**config.mk**
```make
export PLATFORM = sky130hd
export DESIGN_NAME = frame_completion_tracker_core
export DESIGN_NICKNAME = d
export VERILOG_FILES = /design/src/design/fct_pkg.sv /design/src/design/frame_completion_tracker_core.sv /design/src/design/fct_pending_ram.sv /design/src/design/fct_order_ptr.sv
export SDC_FILE = /design/constraint.sdc
export NUM_CORES = 2
export LEC_CHECK = 0
export BUFFER_PORTS_ARGS = -buffer_cell sky130_fd_sc_hd__buf_2
export CORE_AREA = 2 2 265 398
export DETAILED_ROUTE_END_ITERATION = 7
export DIE_AREA = 0 0 267 400
export HOLD_SLACK_MARGIN = 0.05
export PLACE_DENSITY = 0.76
export SLEW_MARGIN = 20
export SYNTH_ARGS = -nofsm -noshare
export SYNTH_HDL_FRONTEND = slang
export SYNTH_SLANG_ARGS = --single-unit
```
**constraint.sdc**
```tcl
create_clock -name clk -period 10.1 [get_ports clk]
set_input_delay 1.01 -clock clk [delete_from_list [all_inputs] [get_ports clk]]
set_output_delay 1.01 -clock clk [all_outputs]
set_load 0.005 [all_outputs]
```
**src/design/fct_pkg.sv**
```systemverilog
package fct_pkg;

    // fixed field widths
    localparam int CFG_W      = 7;
    localparam int FRAME_W    = 31;
    localparam int ITEM_W     = 6;
    localparam int STATUS_W   = 3;
    localparam int LAST_W     = 32;
    localparam int IN_DATA_W  = 40;
    localparam int OUT_DATA_W = 72;

    localparam int MAX_ITEMS_DEF    = 64;
    localparam int FRAME_WINDOW_DEF = 16;

    localparam logic CMD_CLEAR = 1'b1;

    typedef enum logic [STATUS_W-1:0] {
        ST_OK       = 3'd0,
        ST_NO_ITEMS = 3'd1,
        ST_BAD_ITEM = 3'd2,
        ST_DUP      = 3'd3,
        ST_WINDOW   = 3'd4
    } status_t;

    typedef enum logic [2:0] {
        S_IDLE,
        S_CHECK,
        S_SLOT,
        S_READ,
        S_UPDATE,
        S_ADVANCE,
        S_CLEAR
    } state_t;

    // in-order pointer control
    typedef struct packed {
        logic clear;
        logic step;
    } ptr_cmd_t;

endpackage

```
**src/design/frame_completion_tracker_core.sv**
```systemverilog
// channel  dir  signals                          contents (lsb first)
// cfg      in   cfg_valid/cfg_ready/cfg_data     items_per_frame[6:0]
// s        in   s_tvalid/s_tready/s_tdata/s_tuser frame_number, item_index; tuser = cmd
// m        out  m_tvalid/m_tready/m_tdata        status, frame_done, done_frame, last_in_order
//
// Path from accept: S_CHECK, back to S_IDLE when rejected there, or S_CLEAR for a clear;
// else S_SLOT and S_READ, back to S_IDLE when the frame already finished out of order,
// then S_UPDATE, back to S_IDLE when the request does not finish the next in-order frame,
// and S_ADVANCE when it does, held while the pointer steps over parked frames (up to FRAME_WINDOW-1).
// s_tready is low while a request is in work or a result waits on m.
// rst_n clears the pointer, slot flags and config at once; bitmaps need no clearing.
module frame_completion_tracker_core #(
    parameter int MAX_ITEMS    = fct_pkg::MAX_ITEMS_DEF,
    parameter int FRAME_WINDOW = fct_pkg::FRAME_WINDOW_DEF
) (
    input  logic                               clk,
    input  logic                               rst_n,
    input  logic                               cfg_valid,
    output logic                               cfg_ready,
    input  logic [fct_pkg::CFG_W-1:0]          cfg_data,   // items_per_frame
    input  logic                               s_tvalid,
    output logic                               s_tready,
    input  logic [fct_pkg::IN_DATA_W-1:0]      s_tdata,    // frame_number[30:0], item_index[36:31]
    input  logic                               s_tuser,    // cmd
    output logic                               m_tvalid,
    input  logic                               m_tready,
    output logic [fct_pkg::OUT_DATA_W-1:0]     m_tdata     // status[2:0], frame_done[3],
                                                           // done_frame[34:4], last_in_order[66:35]
);

    import fct_pkg::*;

    localparam int SW = $clog2(FRAME_WINDOW);
    localparam logic [CFG_W-1:0]   MAX_N = CFG_W'(MAX_ITEMS);
    localparam logic [SW:0]        WIN_S = (SW + 1)'(FRAME_WINDOW);
    localparam logic signed [33:0] WIN_W = 34'(FRAME_WINDOW);

    state_t state_reg, state_next;

    logic [CFG_W-1:0]   ipf_reg, ipf_next;
    logic               cmd_reg, cmd_next;
    logic [FRAME_W-1:0] frame_reg, frame_next;
    logic [ITEM_W-1:0]  item_reg, item_next;
    logic [SW-1:0]      off_reg, off_next;
    logic [SW-1:0]      slot_reg, slot_next;
    logic [FRAME_WINDOW-1:0] open_reg, open_next;
    logic [FRAME_WINDOW-1:0] fin_reg, fin_next;
    logic               out_valid_reg, out_valid_next;
    status_t            out_status_reg, out_status_next;
    logic               out_done_reg, out_done_next;
    logic [FRAME_W-1:0] out_frame_reg, out_frame_next;

    ptr_cmd_t                 ptr_cmd;
    logic signed [LAST_W-1:0] last;
    logic [SW-1:0]            head;

    logic                 wr_en;
    logic [MAX_ITEMS-1:0] rd_data;
    logic [MAX_ITEMS-1:0] bit_vec;
    logic [MAX_ITEMS-1:0] all_vec;
    logic [MAX_ITEMS-1:0] new_bits;
    logic [CFG_W-1:0]     n_eff;
    logic                 item_bad;
    logic                 too_old;
    logic                 too_new;
    logic                 dup_item;
    logic signed [33:0]   frame_s;
    logic signed [33:0]   last_s;
    logic signed [33:0]   frame_gap;
    logic [SW:0]          slot_sum;
    logic [SW:0]          slot_wrap;
    logic                 accept;

    fct_pending_ram #(
        .DEPTH (FRAME_WINDOW),
        .WIDTH (MAX_ITEMS)
    ) u_ram (
        .clk     (clk),
        .wr_en   (wr_en),
        .wr_addr (slot_reg),
        .wr_data (new_bits),
        .rd_addr (slot_reg),
        .rd_data (rd_data)
    );

    fct_order_ptr #(
        .FRAME_WINDOW (FRAME_WINDOW)
    ) u_ptr (
        .clk   (clk),
        .rst_n (rst_n),
        .cmd   (ptr_cmd),
        .last  (last),
        .head  (head)
    );

    assign cfg_ready = 1'b1;
    assign s_tready  = (state_reg == S_IDLE) && !out_valid_reg;
    assign accept    = s_tvalid && s_tready;
    assign m_tvalid  = out_valid_reg;
    // last_in_order only moves while a request is in work, so it is stable here
    assign m_tdata   = {5'b0, last, out_frame_reg, out_done_reg, out_status_reg};

    // checks on the captured request
    assign n_eff     = (ipf_reg > MAX_N) ? MAX_N : ipf_reg;
    assign item_bad  = {1'b0, item_reg} >= n_eff;
    assign frame_s   = signed'({3'b0, frame_reg});
    assign last_s    = {{2{last[LAST_W-1]}}, last};
    assign too_old   = frame_s <= last_s;
    assign too_new   = frame_s > (last_s + WIN_W);
    assign frame_gap = frame_s - last_s - 34'sd1;

    assign slot_sum  = {1'b0, head} + {1'b0, off_reg};
    assign slot_wrap = (slot_sum >= WIN_S) ? slot_sum - WIN_S : slot_sum;

    always_comb
    begin
        for (int i = 0; i < MAX_ITEMS; i++)
        begin
            bit_vec[i] = (item_reg == ITEM_W'(i));
            all_vec[i] = (CFG_W'(i) < n_eff);
        end
    end

    assign dup_item = open_reg[slot_reg] && ((rd_data & bit_vec) == '0);
    assign new_bits = open_reg[slot_reg] ? (rd_data & ~bit_vec) : (all_vec & ~bit_vec);

    // next state
    always_comb
    begin
        state_next = state_reg;
        case (state_reg)
            S_IDLE:
            begin
                if (accept)
                begin
                    state_next = S_CHECK;
                end
            end
            S_CHECK:
            begin
                if (cmd_reg == CMD_CLEAR)
                begin
                    state_next = S_CLEAR;
                end
                else if (ipf_reg == '0 || item_bad || too_old || too_new)
                begin
                    state_next = S_IDLE;
                end
                else
                begin
                    state_next = S_SLOT;
                end
            end
            S_SLOT:
            begin
                state_next = S_READ;
            end
            S_READ:
            begin
                state_next = fin_reg[slot_reg] ? S_IDLE : S_UPDATE;
            end
            S_UPDATE:
            begin
                if (!dup_item && new_bits == '0 && off_reg == '0)
                begin
                    state_next = S_ADVANCE;
                end
                else
                begin
                    state_next = S_IDLE;
                end
            end
            S_ADVANCE:
            begin
                if (!fin_reg[head])
                begin
                    state_next = S_IDLE;
                end
            end
            S_CLEAR:
            begin
                state_next = S_IDLE;
            end
            default:
            begin
                state_next = S_IDLE;
            end
        endcase
    end

    // datapath and result
    always_comb
    begin
        ipf_next        = cfg_valid ? cfg_data : ipf_reg;
        cmd_next        = cmd_reg;
        frame_next      = frame_reg;
        item_next       = item_reg;
        off_next        = off_reg;
        slot_next       = slot_reg;
        open_next       = open_reg;
        fin_next        = fin_reg;
        out_valid_next  = out_valid_reg && !m_tready;
        out_status_next = out_status_reg;
        out_done_next   = out_done_reg;
        out_frame_next  = out_frame_reg;
        ptr_cmd         = '0;
        wr_en           = 1'b0;
        case (state_reg)
            S_IDLE:
            begin
                if (accept)
                begin
                    cmd_next   = s_tuser;
                    frame_next = s_tdata[FRAME_W-1:0];
                    item_next  = s_tdata[FRAME_W +: ITEM_W];
                end
            end
            S_CHECK:
            begin
                off_next      = frame_gap[SW-1:0];
                out_done_next = 1'b0;
                out_frame_next = '0;
                if (cmd_reg != CMD_CLEAR)
                begin
                    out_valid_next = 1'b1;
                    if (ipf_reg == '0)
                    begin
                        out_status_next = ST_NO_ITEMS;
                    end
                    else if (item_bad)
                    begin
                        out_status_next = ST_BAD_ITEM;
                    end
                    else if (too_old)
                    begin
                        out_status_next = ST_DUP;
                    end
                    else if (too_new)
                    begin
                        out_status_next = ST_WINDOW;
                    end
                    else
                    begin
                        out_valid_next = 1'b0;
                    end
                end
            end
            S_SLOT:
            begin
                slot_next = slot_wrap[SW-1:0];
            end
            S_READ:
            begin
                if (fin_reg[slot_reg])
                begin
                    out_valid_next  = 1'b1;
                    out_status_next = ST_DUP;
                end
            end
            S_UPDATE:
            begin
                if (dup_item)
                begin
                    out_valid_next  = 1'b1;
                    out_status_next = ST_DUP;
                end
                else
                begin
                    wr_en           = 1'b1;
                    open_next[slot_reg] = 1'b1;
                    out_status_next = ST_OK;
                    if (new_bits != '0)
                    begin
                        out_valid_next = 1'b1;
                    end
                    else
                    begin
                        open_next[slot_reg] = 1'b0;
                        if (off_reg == '0)
                        begin
                            ptr_cmd.step = 1'b1;
                        end
                        else
                        begin
                            // finished ahead of the pointer: park it
                            fin_next[slot_reg] = 1'b1;
                            out_valid_next = 1'b1;
                            out_done_next  = 1'b1;
                            out_frame_next = frame_reg;
                        end
                    end
                end
            end
            S_ADVANCE:
            begin
                if (fin_reg[head])
                begin
                    fin_next[head] = 1'b0;
                    ptr_cmd.step   = 1'b1;
                end
                else
                begin
                    out_valid_next  = 1'b1;
                    out_status_next = ST_OK;
                    out_done_next   = 1'b1;
                    out_frame_next  = frame_reg;
                end
            end
            S_CLEAR:
            begin
                open_next       = '0;
                fin_next        = '0;
                ptr_cmd.clear   = 1'b1;
                out_valid_next  = 1'b1;
                out_status_next = ST_OK;
            end
            default:
            begin
            end
        endcase
    end

    always_ff @(posedge clk or negedge rst_n)
    begin
        if (!rst_n)
        begin
            state_reg     <= S_IDLE;
            ipf_reg       <= '0;
            open_reg      <= '0;
            fin_reg       <= '0;
            out_valid_reg <= 1'b0;
        end
        else
        begin
            state_reg     <= state_next;
            ipf_reg       <= ipf_next;
            open_reg      <= open_next;
            fin_reg       <= fin_next;
            out_valid_reg <= out_valid_next;
        end
    end

    always_ff @(posedge clk)
    begin
        cmd_reg        <= cmd_next;
        frame_reg      <= frame_next;
        item_reg       <= item_next;
        off_reg        <= off_next;
        slot_reg       <= slot_next;
        out_status_reg <= out_status_next;
        out_done_reg   <= out_done_next;
        out_frame_reg  <= out_frame_next;
    end

    a_open_fin_disjoint: assert property (@(posedge clk) disable iff (!rst_n)
        (open_reg & fin_reg) == '0)
        else $error("slot both open and finished");

    a_busy_after_accept: assert property (@(posedge clk) disable iff (!rst_n)
        (s_tvalid && s_tready) |=> !s_tready)
        else $error("request taken while busy");

    a_result_blocks_input: assert property (@(posedge clk) disable iff (!rst_n)
        m_tvalid |-> !s_tready)
        else $error("input ready while result pending");

    a_head_not_parked: assert property (@(posedge clk) disable iff (!rst_n)
        (state_reg == S_IDLE) |-> !fin_reg[head])
        else $error("pointer left behind a finished frame");

endmodule

```
**src/design/fct_pending_ram.sv**
```systemverilog
module fct_pending_ram #(
    parameter int DEPTH = 16,
    parameter int WIDTH = 64,
    localparam int AW = $clog2(DEPTH)
) (
    input  logic             clk,
    input  logic             wr_en,
    input  logic [AW-1:0]    wr_addr,
    input  logic [WIDTH-1:0] wr_data,
    input  logic [AW-1:0]    rd_addr,
    output logic [WIDTH-1:0] rd_data
);

    logic [WIDTH-1:0] mem_reg [DEPTH];
    logic [WIDTH-1:0] rd_data_reg;

    always_ff @(posedge clk)
    begin
        if (wr_en)
        begin
            mem_reg[wr_addr] <= wr_data;
        end
        rd_data_reg <= mem_reg[rd_addr];
    end

    assign rd_data = rd_data_reg;

endmodule

```
**src/design/fct_order_ptr.sv**
```systemverilog
module fct_order_ptr #(
    parameter int FRAME_WINDOW = 16,
    localparam int SW = $clog2(FRAME_WINDOW)
) (
    input  logic                              clk,
    input  logic                              rst_n,
    input  fct_pkg::ptr_cmd_t                 cmd,
    output logic signed [fct_pkg::LAST_W-1:0] last,
    output logic [SW-1:0]                     head
);

    import fct_pkg::*;

    localparam logic [SW-1:0] HEAD_MAX = SW'(FRAME_WINDOW - 1);

    logic signed [LAST_W-1:0] last_reg;
    logic signed [LAST_W-1:0] last_next;
    logic [SW-1:0]            head_reg;
    logic [SW-1:0]            head_next;

    // head tracks the slot of frame last+1
    always_comb
    begin
        last_next = last_reg;
        head_next = head_reg;
        if (cmd.clear)
        begin
            last_next = -32'sd1;
            head_next = '0;
        end
        else if (cmd.step)
        begin
            last_next = last_reg + 32'sd1;
            head_next = (head_reg == HEAD_MAX) ? '0 : head_reg + SW'(1);
        end
    end

    always_ff @(posedge clk or negedge rst_n)
    begin
        if (!rst_n)
        begin
            last_reg <= -32'sd1;
            head_reg <= '0;
        end
        else
        begin
            last_reg <= last_next;
            head_reg <= head_next;
        end
    end

    assign last = last_reg;
    assign head = head_reg;

endmodule

```
# [After elaboration in Yosys (flattened, before gate mapping)]
# Memories as Yosys holds them, arrays and structs flattened. A register that Yosys moved wholly into a read port is not among the register bits.
# Cells that the tools add are included.
[classes] n_reduce_logical=32 n_eq_ne=79 n_lt_le_gt_ge=73 add_sub_neg=7 muxes=72 bitwise=10
[op_table] op="6-bit by 7-bit less-than comparator with 1-bit output, first input constant" count=32
[op_table] op="64-bit bitwise AND" count=3
[op_table] op="6-bit == test, second input constant" count=32
[op_table] op="64-bit logical NOT" count=2
[op_table] op="31-bit 2-to-1 mux" count=4
[op_table] op="5-bit by 7-bit less-than comparator with 1-bit output, first input constant" count=16
[op_table] op="6-bit by 5-bit == test with 1-bit output, second input constant" count=16
[op_table] op="16-bit 2-to-1 mux" count=6
[op_table] op="31-bit one-hot mux with 3 select lines" count=1
[op_table] op="32-bit 2-to-1 mux" count=2
[op_table] op="64-bit 2-to-1 mux" count=1
[op_table] op="64-bit inverter" count=1
[op_table] op="64-bit nonzero test" count=1
[op_table] op="4-bit by 7-bit less-than comparator with 1-bit output, first input constant" count=8
[op_table] op="6-bit by 4-bit == test with 1-bit output, second input constant" count=8
[op_table] op="16-bit one-hot mux with 3 select lines" count=1
[op_table] op="32-bit by 6-bit adder with 33-bit output, second input constant" count=1
[op_table] op="32-bit by 33-bit greater-than comparator with 1-bit output" count=1
[op_table] op="3-bit 2-to-1 mux" count=11
[op_table] op="32-bit by 2-bit adder with 32-bit output, second input constant" count=1
[op_table] op="16-bit bitwise AND" count=2
[op_table] op="32-bit less-or-equal comparator" count=1
[op_table] op="16-bit inverter" count=2
[op_table] op="16-bit bitwise OR" count=2
[op_table] op="other kinds (46)" count=118
[word_totals] out_inout_bits=75 mem_bits_rw=1024 n_memories=1 register_bits=160
[mem_list] memory="u_ram.mem_reg" depth=16 width=64 rd=1 rd_ports_with_merged_regs=1 wr=1 line="fct_pending_ram.sv:14" rtl="logic [WIDTH-1:0] mem_reg [DEPTH];"

# [Depth between registers and ports, before layout]
[logic_depth] word_depth=11 depth_mapped=21 depth_no_buf=20

# [Hierarchy]
# A second synthesis with hierarchy kept.
[unflattened] hier_cells=3083 hier_area_um2=52464.1
[by_module_without_submodules] mod="fct_pending_ram" cells_per_inst=1647 area_per_inst_um2=39581.7 seq_area_each_um2=32030.7 instances=1
[by_module_without_submodules] mod="frame_completion_tracker_core" cells_per_inst=1233 area_per_inst_um2=10906.7 seq_area_each_um2=3508.4 instances=1
[by_module_without_submodules] mod="fct_order_ptr" cells_per_inst=203 area_per_inst_um2=1975.6 seq_area_each_um2=940.9 instances=1

# [Least setup slack after synthesis]
# OpenSTA, ideal clock, no wires.
[synth_timing] path_type="register to register" from="register slot_reg[0]" to="memory u_ram.mem_reg[10][0] (enable)" stages_incl_launch_ff=14 arrival_time_ps=7272 setup_slack_ps=2263 period_less_slack_ps=7837 required_time_ps=9536 setup_ps=564 cell_sequence="edfxtp_1 buf_6 mux4_2 mux2_4 mux2_4 buf_6 clkbuf_1 o311ai_0 nor4_1 o211ai_1 clkbuf_1 nand2_1 clkbuf_1 nor3_1"
[synth_between] elab_chain_cells=7
[synth_rtl] item="start, declared" line="frame_completion_tracker_core.sv:45" rtl="logic [SW-1:0] slot_reg, slot_next;"
[synth_rtl] item="start signal, assigned" line="frame_completion_tracker_core.sv:349" rtl="slot_reg <= slot_next;"
[synth_rtl] item="1-bit binary-select mux with 4-bit select" line="frame_completion_tracker_core.sv:124" rtl="assign dup_item = open_reg[slot_reg] && ((rd_data & bit_vec) == '0);"
[synth_rtl] item="1-bit 2-to-1 mux (implied by the code)" line="frame_completion_tracker_core.sv:124"
[synth_rtl] item="1-bit logical AND" line="frame_completion_tracker_core.sv:124"
[synth_rtl] item="1-bit 2-to-1 mux" line="frame_completion_tracker_core.sv:262" rtl="if (dup_item)"
[synth_rtl] item="1-bit 2-to-1 mux" line="frame_completion_tracker_core.sv:208" rtl="case (state_reg)"
[synth_rtl] item="1-bit 2-to-1 mux" line="fct_pending_ram.sv:19" rtl="if (wr_en)"
[synth_rtl] item="1-bit 2-to-1 mux (implied by the code)" line="fct_pending_ram.sv:21" rtl="mem_reg[wr_addr] <= wr_data;"
[synth_rtl] item="end, declared" line="fct_pending_ram.sv:14"
# Parallel ways exist; a longest one is shown, timed or not. The select of a mux whose other input is x is not followed.

# [Final worst setup path]
[layout_timing] from="register u_ptr.last_reg[4], in the netlist u_ptr.last[4]" to="register out_status_reg[0] (enable)"
[layout_between] elab_chain_cells=4
[layout_rtl] item="start, declared" line="fct_order_ptr.sv:16" rtl="logic signed [LAST_W-1:0] last_reg;"
[layout_rtl] item="start signal, assigned" line="fct_order_ptr.sv:42" rtl="last_reg <= -32'sd1;"
[layout_rtl] item="start signal, assigned" line="fct_order_ptr.sv:47" rtl="last_reg <= last_next;"
[layout_rtl] item="32-bit by 6-bit adder with 33-bit output" line="frame_completion_tracker_core.sv:109" rtl="assign too_new = frame_s > (last_s + WIN_W);"
[layout_rtl] item="32-bit by 33-bit greater-than comparator with 1-bit output" line="frame_completion_tracker_core.sv:109"
[layout_rtl] item="5-bit != test (no source line) (*)"
[layout_rtl] item="5-bit AND reduction (no source line) (*)"
[layout_rtl] item="end signal, assigned" line="frame_completion_tracker_core.sv:350" rtl="out_status_reg <= out_status_next;"
[layout_rtl] item="end, declared" line="frame_completion_tracker_core.sv:49" rtl="status_t out_status_reg, out_status_next;"
# Every way passes the cells marked *; elsewhere a longest branch is shown, timed or not.
# A chain may end at the register's enable or synchronous reset.

==> run_results.csv <==
group,metric,value,unit
routing,final_antenna_net_count,0,
grt,grt_max_degree,145,
logic_synthesis,synth.most_common_cell,"edfxtp_1",
logic_synthesis,syn_inst,2948,
timing,report.final.slew_viol_count,0,
logic_synthesis,synth-main-ff-cell,"edfxtp_1",
logic_synthesis,yosysSeqAreaShare,69.6,%
finish,drive_gt1_share,26.1,%
logic_synthesis,yosys-top-cells-count,"1105 x edfxtp_1, 335 x mux4_2, 144 x clkbuf_1",
finish,finish.utilization,56.6,%
timing,maxSlewHeadroom,24.6,%
routing,routed_wl,137,mm
logic_synthesis,synth.distinct_cells,90,
cts,hold_buffers,0,
timing,worst_pin_slew,1.13,ns
logic_synthesis,synth-warning-count,0,
critical_path,required,10.58,ns
grt,grt_use_met2,45.2,%
timing,tns,0,ns
cts,clk_latency,0.73,ns
placement,dp_hpwl,80.0,mm
grt,busiest_layer,"met2",
logic_synthesis,syn-cell-area,52400,um^2
timing,timing.final.ws_setup,3.71,ns
finish,regArea,36500,um^2
pwr,leakagePower,19.4,nW
routing,drcViolationCount,0,
critical_path,r2r-start,"u_ptr.last[4]",
run_status,status,"finished clean",
die,dieHeight,400,um
logic_synthesis,avgSynthCellArea,17.8,um^2
pwr,irDropWorstVdd,0.000188,V
critical_path,path_class,"flip-flop to flip-flop",
grt,grtUsageMet1,31.9,%
pwr,power.density,264,nW/um^2
die,rows,145,
logic_synthesis,post-synth-top-area-cell,"edfxtp_1",
cts,htree_levels,3,
grt,antenna_found_initial,1,
critical_path,endpoint_kind,"flip-flop",
critical_path,crit_start,"u_ptr.last[4]",
routing,first_pass_iters,5,
die,io_pins,128,
die,dieArea,107000,um^2
logic_synthesis,synthTopCellsByArea,"edfxtp_1 63%, mux4_2 14%, dfxtp_1 2.4%",
cts,clock_sinks,1248,
worst_hold_path,hold_class,"primary input to async pin",
die,start_util,50.6,%
logic_synthesis,synth_top_area_share,63.3,%
finish,multi_input_area,15000,um^2
finish,areaGrowthSynthToFinish,11.9,%
critical_path,cp-start-kind,"flip-flop",
die,fp.coreArea,104000,um^2
logic_synthesis,ys_async_sr_fraction,6.33,%
cts,clkTransAtPathRegs,0.07,ns
routing,vias,29600,
grt,grtUsageMet3,4.53,%
cts,cts_setup_buffers,0,
routing,wl_per_cell,29.9,um
grt,grt_pass1_vias,29700,
finish,fill_cells,7530,
cts,cts-root-buf,"clkbuf_16",
critical_path,worst-path-max-fanout,8,
timing,finalSetupViolCount,0,
finish,nets,3232,
timing,fmax,0.156,GHz
placement,dpl_cell_area,55000,um^2
logic_synthesis,synth-seq-cells,1248,
placement,pre_cts_ws,3.87,ns
finish,finalInstanceArea,58700,um^2
cts,cts_tree,"done",
timing,finalHoldViolCount,0,
timing,post-route-period-util,63.3,%
logic_synthesis,synth_edf_count,1105,
grt,globalRouteTotalUtil,26.0,%
routing,drt_iter0_drc,3681,
finish,largest_reg_flops,1024,
timing,rsz0062_at_grt,"false",
timing,fin_skew,0.0348,ns
critical_path,cp.arrival,6.87,ns
cts,numCtsBuffers,104,
die,fp.dieW,267,um
cts,cts_resized,0,
run,cap_violations,0,
placement,port_buffers,118,
grt,grt_pass1_wl,201,mm
grt,grt-ovfl-total,0,
routing,vias_per_cell,6.45,
timing,period_minus_slack,6.39,ns
cts,cts_buffer_depth,3,
placement,gp_congestion,1.01,
## final cells by class
type                    count  area share, %
repair buffers            235           2.60
inverters                  76          0.486
flip-flops and latches   1248           62.2
well taps                1396           2.98
multi-input cells        1438           25.6
diodes                      2        0.00853
clock buffers             141           5.04
clock inverters            56           1.10
## placed cells by master, fill, tap and decap left out, types with 47 or more instances in the layout
cell type | synthesis | routed
mux4_2 | 335 | 335
dfxtp_1 | 64 | 64
o21ai_0 | 84 | 84
inv_1 | 76 | 76
clkbuf_16 | 0 | 108
dfrtp_1 | 47 | 47
a21oi_1 | 98 | 95
buf_2 | 10 | 117
buf_4 | 8 | 112
nand2_1 | 93 | 93
nand3_1 | 58 | 58
ha_1 | 74 | 74
edfxtp_1 | 1105 | 1105
nor2_1 | 130 | 130
## worst paths after layout
kind	endpoint	slack (ns)	cells after the start
worst max-delay path	out_status_reg[0]	3.71	19
worst min-delay path	ipf_reg[5]	0.10	1
worst max register to register	out_status_reg[0]	3.71	19
worst min register to register	open_reg[14]	0.51	1
max in group asynchronous	fin_reg[7]	8.80	2
min in group clk	frame_reg[25]	0.46	1
## per-layer routing
| metal | up-vias | part of all wire [%] |
|---|---|---|
| met2 | 1728 | 51 |
| met3 | 355 | 8.0 |
| met4 | 0 | 4.7 |
| met1 | 15300 | 36 |
| li1 | 12300 | - |
| met5 | - | 0 |
## kinds of logic (layout without fill, tap and decap cells)
family	after synthesis	in the layout	share of synthesized area (%)
xor+xnor	38	38	0.635
flops	1248	1248	69.6
mux	363	363	15.0
buf+inv	266	508	2.04
simple gates	533	533	5.37
compound gates	422	422	5.52
fa+ha+maj	76	76	1.84
other cells	2	8	0.0143
## worst max-delay path, cell delays in order (launching register included)
cell,delay [ns]
dfstp_2,0.63
and3_1,0.18
nand3_1,0.18
nor4_1,0.82
and3_1,0.36
nor4b_1,0.86
nand4_1,0.32
nor3_1,0.54
xnor2_1,0.14
ha_1,0.31
nand4_1,0.15
nor4_1,0.31
nand3_1,0.11
o21ai_0,0.11
a21oi_1,0.06
o21ai_0,0.13
nor2_1,0.07
o31ai_1,0.24
a31oi_1,0.21
o311a_1,0.39
## report_power, final
group | leakage, nW | internal [W] | switching (W) | total (W)
combinational | 6.30 | 0.00157 | 0.00245 | 0.00402
sequential | 11.4 | 0.00673 | 0.000516 | 0.00725
clock | 1.74 | 0.00233 | 0.00187 | 0.00421
total | 19.4 | 0.0106 | 0.00484 | 0.0155
## stage by stage
step,total power (W),hold slack (ns),instances
after CTS,0.0155,0.0850,4588
after floorplan,0.00973,0.461,2952
after global routing,0.0160,0.0893,4591
after detailed placement,0.0113,0.487,4391
after global placement,0.0112,0.479,4391
final,0.0155,0.105,4592
No activity file was read; power rests on OpenSTA's default activity.
